**src/hw/rtl/qlm_pkg.sv**
```systemverilog
// Shared types and constants for the queued lock manager.
`default_nettype none
package qlm_pkg;
  typedef enum logic [1:0] {
    CMD_INIT    = 2'd0,
    CMD_LOCK    = 2'd1,
    CMD_UNLOCK  = 2'd2,
    CMD_TRYLOCK = 2'd3
  } cmd_t;

  typedef enum logic [1:0] {
    ST_OK       = 2'd0,
    ST_QUEUED   = 2'd1,
    ST_NOTOWNER = 2'd2,
    ST_BUSY     = 2'd3
  } status_t;

  // Controller to datapath
  typedef struct packed {
    logic capture;    // latch the input transaction
    logic execute;    // apply the command to the tables
    logic walk_init;  // start the wait-for walk at the owner
    logic walk_step;  // one walk step
    logic init_sweep; // clear waiters of one process on init
  } dp_cmd_t;

  // Datapath to controller
  typedef struct packed {
    logic need_walk;  // command queued the caller
    logic need_sweep; // command was init
    logic walk_done;  // walk finished this step
    logic sweep_done; // last process swept
  } dp_stat_t;
endpackage
`default_nettype wire

```
**src/hw/rtl/queued_lock_manager_deadlock_check.sv**
```systemverilog
// Queued lock manager with wait-for deadlock check: top level.
// One command transaction in (command, lock_id, proc_id), one result out.
// Commands: init, lock, unlock, trylock on a table of NUM_LOCKS locks.
// Steps: capture, execute, then an optional wait-for walk or init sweep, then
// the result is shown. A lock that queues the caller walks the wait-for chain
// from the lock owner, one process per cycle, up to NUM_PROCS processes; init
// sweeps all NUM_PROCS processes and clears the waiters on that lock.
// One item is in flight at a time; in_ready is high only while idle.
// The result stays on out_* until out_ready takes it; a stalled receiver
// holds off the next input transaction.
// Reset (rst_n low, synchronous) frees all locks and clears all waiters.
// No configuration port.
`default_nettype none
module queued_lock_manager_deadlock_check #(
  parameter int NUM_LOCKS = 16,
  parameter int NUM_PROCS = 16
) (
  input  wire logic  clk,
  input  wire logic  rst_n,
  input  wire logic        in_valid,
  output logic             in_ready,
  input  wire logic [1:0]  in_command,
  input  wire logic [3:0]  in_lock_id,
  input  wire logic [3:0]  in_proc_id,
  output logic             out_valid,
  input  wire logic        out_ready,
  output logic [1:0]       out_status,
  output logic             out_woken_valid,
  output logic [3:0]       out_woken_proc,
  output logic             out_deadlock_found,
  output logic [15:0]      out_deadlock_members
);
  import qlm_pkg::*;

  dp_cmd_t  cmd;
  dp_stat_t stat;

  qlm_ctrl u_ctrl (
    .clk(clk), .rst_n(rst_n), .in_valid(in_valid), .in_ready(in_ready),
    .out_valid(out_valid), .out_ready(out_ready), .cmd(cmd), .stat(stat)
  );

  qlm_dp #(.NUM_LOCKS(NUM_LOCKS), .NUM_PROCS(NUM_PROCS)) u_dp (
    .clk(clk), .rst_n(rst_n),
    .in_command(in_command), .in_lock_id(in_lock_id), .in_proc_id(in_proc_id),
    .cmd(cmd), .stat(stat),
    .out_status(out_status), .out_woken_valid(out_woken_valid),
    .out_woken_proc(out_woken_proc), .out_deadlock_found(out_deadlock_found),
    .out_deadlock_members(out_deadlock_members)
  );
endmodule
`default_nettype wire

```
**src/hw/rtl/qlm_ctrl.sv**
```systemverilog
// Controller state machine for the lock manager.
`default_nettype none
module qlm_ctrl (
  input  wire logic              clk,
  input  wire logic              rst_n,
  input  wire logic              in_valid,
  output logic                   in_ready,
  output logic                   out_valid,
  input  wire logic              out_ready,
  output qlm_pkg::dp_cmd_t       cmd,
  input  wire qlm_pkg::dp_stat_t stat
);
  import qlm_pkg::*;

  typedef enum logic [2:0] {S_IDLE, S_EXEC, S_WALK, S_SWEEP, S_OUT} state_t;
  state_t state_r, state_nxt;
  logic   out_valid_r, out_valid_nxt;

  assign in_ready  = (state_r == S_IDLE);
  assign out_valid = out_valid_r;

  // next state and datapath commands
  always_comb begin
    state_nxt     = state_r;
    out_valid_nxt = out_valid_r;
    cmd           = '0;
    case (state_r)
      S_IDLE: begin
        if (in_valid) begin
          cmd.capture = 1'b1;
          state_nxt   = S_EXEC;
        end
      end
      S_EXEC: begin
        cmd.execute = 1'b1;
        if (stat.need_walk) begin
          cmd.walk_init = 1'b1;
          state_nxt     = S_WALK;
        end else if (stat.need_sweep) begin
          state_nxt = S_SWEEP;
        end else begin
          state_nxt     = S_OUT;
          out_valid_nxt = 1'b1;
        end
      end
      S_WALK: begin
        cmd.walk_step = 1'b1;
        if (stat.walk_done) begin
          state_nxt     = S_OUT;
          out_valid_nxt = 1'b1;
        end
      end
      S_SWEEP: begin
        cmd.init_sweep = 1'b1;
        if (stat.sweep_done) begin
          state_nxt     = S_OUT;
          out_valid_nxt = 1'b1;
        end
      end
      S_OUT: begin
        if (out_ready) begin
          out_valid_nxt = 1'b0;
          state_nxt     = S_IDLE;
        end
      end
      default: state_nxt = S_IDLE;
    endcase
  end

  // state register
  always_ff @(posedge clk) begin
    if (!rst_n) begin
      state_r     <= S_IDLE;
      out_valid_r <= 1'b0;
    end else begin
      state_r     <= state_nxt;
      out_valid_r <= out_valid_nxt;
    end
  end
endmodule
`default_nettype wire

```
**src/hw/rtl/qlm_dp.sv**
```systemverilog
// Datapath: lock tables, wait queues, wait-for walk and result register.
`default_nettype none
module qlm_dp #(
  parameter int NUM_LOCKS = 16,
  parameter int NUM_PROCS = 16
) (
  input  wire logic             clk,
  input  wire logic             rst_n,
  input  wire logic [1:0]       in_command,
  input  wire logic [3:0]       in_lock_id,
  input  wire logic [3:0]       in_proc_id,
  input  wire qlm_pkg::dp_cmd_t cmd,
  output qlm_pkg::dp_stat_t     stat,
  output logic [1:0]            out_status,
  output logic                  out_woken_valid,
  output logic [3:0]            out_woken_proc,
  output logic                  out_deadlock_found,
  output logic [15:0]           out_deadlock_members
);
  import qlm_pkg::*;

  localparam int LW = (NUM_LOCKS > 1) ? $clog2(NUM_LOCKS) : 1;
  localparam int PW = $clog2(NUM_PROCS);

  // tables
  logic [NUM_LOCKS-1:0] held_r, qne_r;
  logic [3:0]           owner_r [NUM_LOCKS];
  logic [3:0]           qhead_r [NUM_LOCKS];
  logic [3:0]           qtail_r [NUM_LOCKS];
  logic [NUM_PROCS-1:0] waiting_r;
  logic [3:0]           nextw_r [NUM_PROCS];
  logic [3:0]           wlock_r [NUM_PROCS];

  // captured transaction
  logic [1:0] c_cmd_r;
  logic [3:0] c_lk_r, c_pr_r;

  // walk state
  logic [3:0]  start_r, wp_r;
  logic [15:0] mem_r;
  logic [PW:0] step_r;
  logic [PW:0] sweep_r;

  // result register
  logic [1:0]  status_r;
  logic        wv_r, df_r;
  logic [3:0]  wproc_r;
  logic [15:0] dm_r;

  logic            lk_ok, pr_ok, wl_ok, wp_ok;
  logic [LW-1:0]   lk;
  logic [PW-1:0]   pr, wpi, swi;
  logic [3:0]      head;
  logic            head_ok, cur_ok;
  logic [LW-1:0]   wl;
  logic [3:0]      wl_raw;

  assign lk_ok  = ({28'd0, c_lk_r} < NUM_LOCKS);
  assign pr_ok  = ({28'd0, c_pr_r} < NUM_PROCS);
  assign lk     = c_lk_r[LW-1:0];
  assign pr     = c_pr_r[PW-1:0];
  assign head   = qhead_r[lk];
  assign head_ok = ({28'd0, head} < NUM_PROCS);
  assign wp_ok  = ({28'd0, wp_r} < NUM_PROCS);
  assign wpi    = wp_r[PW-1:0];
  assign wl_raw = wlock_r[wpi];
  assign wl_ok  = ({28'd0, wl_raw} < NUM_LOCKS);
  assign wl     = wl_raw[LW-1:0];
  assign swi    = sweep_r[PW-1:0];
  assign cur_ok = wp_ok && waiting_r[wpi] && wl_ok && held_r[wl];

  // status to controller
  always_comb begin
    stat.need_walk  = lk_ok && pr_ok && c_cmd_r == CMD_LOCK && !waiting_r[pr]
                      && held_r[lk];
    stat.need_sweep = lk_ok && pr_ok && c_cmd_r == CMD_INIT;
    stat.walk_done  = !cur_ok || owner_r[wl] == start_r
                      || step_r == (PW+1)'(NUM_PROCS - 1);
    stat.sweep_done = (sweep_r == (PW+1)'(NUM_PROCS - 1));
  end

  always_ff @(posedge clk) begin
    if (!rst_n) begin
      held_r    <= '0;
      qne_r     <= '0;
      waiting_r <= '0;
      for (int i = 0; i < NUM_LOCKS; i++) owner_r[i] <= '0;
    end else begin
      if (cmd.capture) begin
        c_cmd_r <= in_command;
        c_lk_r  <= in_lock_id;
        c_pr_r  <= in_proc_id;
      end
      // apply command
      if (cmd.execute) begin
        status_r <= ST_OK;
        wv_r     <= 1'b0;
        wproc_r  <= '0;
        df_r     <= 1'b0;
        dm_r     <= '0;
        sweep_r  <= '0;
        if (!lk_ok || !pr_ok) begin
          status_r <= ST_BUSY;
        end else if (c_cmd_r == CMD_INIT) begin
          held_r[lk]  <= 1'b0;
          owner_r[lk] <= '0;
          qne_r[lk]   <= 1'b0;
        end else if (c_cmd_r == CMD_UNLOCK) begin
          if (!held_r[lk] || owner_r[lk] != c_pr_r) begin
            status_r <= ST_NOTOWNER;
          end else if (!qne_r[lk]) begin
            held_r[lk]  <= 1'b0;
            owner_r[lk] <= '0;
          end else begin
            owner_r[lk] <= head;
            if (head_ok) waiting_r[head[PW-1:0]] <= 1'b0;
            if (head == qtail_r[lk] || !head_ok) qne_r[lk] <= 1'b0;
            else qhead_r[lk] <= nextw_r[head[PW-1:0]];
            wv_r    <= 1'b1;
            wproc_r <= head;
          end
        end else if (waiting_r[pr]) begin
          status_r <= ST_BUSY;
        end else if (!held_r[lk]) begin
          held_r[lk]  <= 1'b1;
          owner_r[lk] <= c_pr_r;
        end else if (c_cmd_r == CMD_TRYLOCK) begin
          status_r <= ST_BUSY;
        end else begin
          waiting_r[pr] <= 1'b1;
          wlock_r[pr]   <= c_lk_r;
          if (!qne_r[lk]) begin
            qhead_r[lk] <= c_pr_r;
            qne_r[lk]   <= 1'b1;
          end else if ({28'd0, qtail_r[lk]} < NUM_PROCS) begin
            nextw_r[qtail_r[lk][PW-1:0]] <= c_pr_r;
          end
          qtail_r[lk] <= c_pr_r;
          status_r    <= ST_QUEUED;
        end
      end
      // start walk
      if (cmd.walk_init) begin
        start_r <= owner_r[lk];
        wp_r    <= owner_r[lk];
        mem_r   <= '0;
        step_r  <= '0;
      end
      // one walk step per cycle
      if (cmd.walk_step) begin
        if (cur_ok && owner_r[wl] == start_r) begin
          df_r <= 1'b1;
          dm_r <= mem_r | (16'd1 << wp_r);
        end
        mem_r  <= mem_r | (16'd1 << wp_r);
        wp_r   <= owner_r[wl];
        step_r <= step_r + 1'b1;
      end
      // init: release waiters one process a cycle
      if (cmd.init_sweep) begin
        if (waiting_r[swi] && wlock_r[swi] == c_lk_r) waiting_r[swi] <= 1'b0;
        sweep_r <= sweep_r + 1'b1;
      end
    end
  end

  assign out_status           = status_r;
  assign out_woken_valid      = wv_r;
  assign out_woken_proc       = wproc_r;
  assign out_deadlock_found   = df_r;
  assign out_deadlock_members = dm_r;
endmodule
`default_nettype wire

```
**config.mk**
```make
export PLATFORM = sky130hd
export DESIGN_NAME = queued_lock_manager_deadlock_check
export DESIGN_NICKNAME = d
export VERILOG_FILES = /design/src/hw/rtl/qlm_pkg.sv /design/src/hw/rtl/queued_lock_manager_deadlock_check.sv /design/src/hw/rtl/qlm_ctrl.sv /design/src/hw/rtl/qlm_dp.sv
export SDC_FILE = /design/constraint.sdc
export NUM_CORES = 1
export LEC_CHECK = 0
export BUFFER_PORTS_ARGS = -buffer_cell sky130_fd_sc_hd__buf_2
export CAP_MARGIN = 20
export CORE_ASPECT_RATIO = 1.25
export CORE_UTILIZATION = 55
export CTS_CLUSTER_DIAMETER = 40
export DETAILED_ROUTE_END_ITERATION = 6
export PLACE_DENSITY = 0.72
export SETUP_SLACK_MARGIN = 0.2
export SYNTH_ARGS = -nofsm -noshare
export SYNTH_HDL_FRONTEND = slang
export SYNTH_HIERARCHICAL = 1
export SYNTH_SLANG_ARGS = --single-unit
export TNS_END_PERCENT = 30
```
**constraint.sdc**
```tcl
create_clock -name clk -period 4.95 [get_ports clk]
set_input_delay 0.2475 -clock clk [delete_from_list [all_inputs] [get_ports clk]]
set_output_delay 0.2475 -clock clk [all_outputs]
set_load 0.03 [all_outputs]
```
==> impl_metrics.tcl <==
set metrics [dict create \
    cp_max_fo 20 \
    drv_slew 0 \
    drc 0 \
    max_freq_mhz 225 \
    synth_cell_types 63 \
    first_global_vias 12800 \
    wire_per_inst_um 25.1 \
    setup_viol 0 \
    end_kind "flop" \
    netlist_area_mm2 0.0208 \
    cp.buffers_inverters 1 \
    crit_path_start_kind "flop" \
    switching_share 0.274 \
    nNetsFinal 1488 \
    antenna_found_initial 0 \
    p_seq_frac 0.453 \
    synth-seq-cells 452 \
    die_y_um 219 \
    max_cap_violations 0 \
    internal-power_uw 7350 \
    path_delay_family "multiplexers" \
    cts_tree "done" \
    cts_inserted_buffers 50 \
    slew_headroom 0.242 \
    finalCriticalPeriod_ps 4450 \
    clk_pin_slew_ps 60 \
    post-cts-setup-buffers 0 \
    dieArea_mm2 0.0386 \
    initial_utilization 0.558 \
    status "finished, final reports clean" \
    port-buffer-count 39 \
    syn_avg_cell_area_um2 14.7 \
    root_buffer "clkbuf_16" \
    chipWidth_um 176 \
    synth_cells 1411 \
    grt_setup_unrepaired "false" \
    dp_hpwl_um 34400 \
    via_count 12600 \
    yosysWarnings 6 \
    synth_flop_cell "edfxtp_1" \
    finalHoldViolCount 0 \
    globalplace.congestion 0.869 \
    routed_wl_um 50100 \
    power_density_mw_per_mm2 434 \
    synthArstFlopShare 0 \
    crit_top_cell "mux2i_1" \
    grt_pass1_wl_um 76500 \
    htreeDepth 2 \
    crit_slowest_cell "dfxtp_1" \
    rows 79 \
    fin_crit_sh 0.899 \
    timing.setup.tns_ps 0 \
    whs_ps 41.8 \
    drive_gt1_frac 0.230 \
    leakagePower_uw 0.00769 \
    clockBufferDepth 3 \
    cpPeakStageDelay_ps 920 \
    viasPerCell 6.32 \
    ios 40 \
    grt.overflow.total 0 \
    arrival_ps 4910 \
    crit_required_ps 5410 \
    firstDrtPassIters 6 \
    crit_chain "mux2i_1, mux2i_4, buf_4, mux2i_1, o22ai_1, nor4_4, xnor2_1, nor2_1, a311o_1, mux2i_1, nand2_1, a32o_1" \
    clock_power_share 0.379 \
    power_frac_comb 0.168 \
    insertion_delay_ps 580 \
    grt_max_degree 70 \
    cts_resized 0 \
    peakVddDrop_mv 0.298 \
    drt_iter0_drc 1292 \
    fin_worst_skew_ps 20.3 \
    coreArea_mm2 0.0373 \
    postRouteAntennaNets 0 \
    grt_use_total 0.267 \
    path_class "flop to flop" \
    hp-class "primary input to flop" \
    syn_nets 1432 \
    area_growth_pct 12.4 \
    ys_seq_area_frac 0.622 \
    worst_pin_slew_ps 1110 \
    clock-sinks 452 \
    n_antenna_cell 0 \
    power.net_switching_uw 2780 \
    synth_edf_count 388 \
]
## Yosys cell counts (2+ instances only)
| library cell | count | area (µm²) |
|---|---|---|
| a31oi_1 | 18 | 113 |
| inv_1 | 21 | 78.8 |
| ha_1 | 7 | 87.6 |
| and2_1 | 17 | 106 |
| a22oi_1 | 4 | 30.0 |
| o211ai_1 | 3 | 22.5 |
| buf_1 | 9 | 33.8 |
| mux2_2 | 16 | 180 |
| a22o_1 | 2 | 17.5 |
| mux4_1 | 2 | 52.6 |
| o22ai_1 | 17 | 106 |
| or3_1 | 2 | 12.5 |
| xnor2_1 | 15 | 131 |
| buf_2 | 19 | 95.1 |
| buf_4 | 3 | 22.5 |
| mux4_2 | 134 | 3020 |
| nor4_1 | 3 | 18.8 |
| clkbuf_1 | 47 | 176 |
| nor2_1 | 208 | 781 |
| dfxtp_1 | 64 | 1280 |
| o41ai_1 | 3 | 26.3 |
| buf_6 | 3 | 33.8 |
| a211oi_1 | 6 | 45.0 |
| nor3_1 | 7 | 35.0 |
| buf_8 | 2 | 30.0 |
| and3_1 | 3 | 18.8 |
| or2_2 | 18 | 113 |
| o21ai_0 | 10 | 50.1 |
| nand2b_1 | 6 | 37.5 |
| nor2b_1 | 51 | 319 |
| nand4_1 | 4 | 25.0 |
| o22ai_2 | 2 | 25.0 |
| nand2_1 | 90 | 338 |
| edfxtp_1 | 388 | 11700 |
| xor2_1 | 5 | 43.8 |
| nand3_1 | 23 | 115 |
| mux2i_1 | 101 | 1010 |
| a21oi_1 | 53 | 265 |
## per-stage QoR
stage | std cells | instance area [µm²] | setup WS (ps) | total power (µW) | utilization
after floorplan | 1411 | 20800 | 812 | 5820 | -
after global placement | 1890 | 21500 | 580 | 6320 | 0.577
after detailed placement | 1891 | 21500 | 506 | 6360 | 0.577
after CTS | 1995 | 23300 | 509 | 10200 | 0.626
after global routing | 1995 | 23300 | 241 | 10400 | 0.626
final | 1995 | 23300 | 501 | 10100 | 0.626
## per-layer routing
layer / vias to the layer above / share of wire / track usage
li1: 5512 / - / -
met5: - / 0 / 0
met3: 97 / 0.056 / 0.0321
met4: 0 / 0.033 / 0.0942
met1: 6454 / 0.39 / 0.335
met2: 550 / 0.52 / 0.475
## path summary, 6_finish.rpt
path / startpoint / end / slack, ps / cells past startpoint
hold reg to reg: u_ctrl/out_valid / u_ctrl/out_valid / 480 / 2
setup / recovery: flop / u_ctrl/state_r[0] / 500 / 12
hold / removal: out_ready / u_ctrl/out_valid / 40 / 4
setup reg to reg: flop / u_ctrl/state_r[0] / 500 / 12
## final cells by class
class / instances / area (µm²)
Fill cell: 2668 / 13900
Timing Repair Buffer: 87 / 581
Tap cell: 486 / 608
Multi-Input combinational cell: 854 / 7380
Clock buffer: 60 / 1370
Clock inverter: 34 / 380
Sequential cell: 452 / 12900
Inverter: 22 / 82.6
## cell families (layout without fill, tap and decap cells)
group / after synthesis / count (layout) / synth area share
flops: 452 / 452 / 0.622
simple gates: 446 / 446 / 0.0991
mux: 253 / 253 / 0.205
compound gates: 128 / 128 / 0.0380
buf+inv: 105 / 203 / 0.0228
xor+xnor: 20 / 20 / 0.00843
fa+ha+maj: 7 / 7 / 0.00421
## registers in the layout, indices dropped and copies added (netlist names), 3 cells and up, named ones only
signal,cells
u_dp/out_deadlock_members,16
u_dp/nextw_r,64
u_dp/qhead_r,64
u_dp/waiting_r,16
u_ctrl/state_r,3
u_dp/c_lk_r,4
u_dp/c_pr_r,4
u_dp/qtail_r,64
u_dp/mem_r,16
u_dp/sweep_r,5
u_dp/wlock_r,64
u_dp/wp_r,4
u_dp/step_r,5
u_dp/start_r,4
u_dp/owner_r,64
u_dp/out_woken_proc,4
## worst min-delay path, delay by kind of cell
family                 cells  cell delay [ps]
and+or+nand+nor            2              160
AOI/OAI and AO/OA          1               60
buffers and inverters      1              110
## placed cells by master (no fill, tap or decap), types with 17 or more instances in the layout
cell type,n
a21oi_1,53
nor2_1,208
inv_1,21
buf_2,39
mux4_2,134
o22ai_1,17
nor2b_1,51
edfxtp_1,388
nand2_1,90
buf_4,38
clkbuf_16,53
a31oi_1,18
or2_2,18
nand3_1,23
mux2i_1,100
and2_1,17
dfxtp_1,62
## repair_timing
| item | in CTS | in global routing |
|---|---|---|
| hold buffers | 10 | 0 |
| endpoints found under the setup margin | 0 | 0 |
| endpoints found under the hold margin | 13 | 0 |
## power groups by stage
stage / clock (µW) / sequential (µW) / combinational [µW]
after floorplan: 0 / 4640 / 1180
after global placement: 0 / 4670 / 1650
after detailed placement: 0 / 4670 / 1690
after CTS: 3900 / 4590 / 1700
after global routing: 4030 / 4610 / 1810
final: 3840 / 4590 / 1700
No activity file was read; power rests on OpenSTA's default activity.
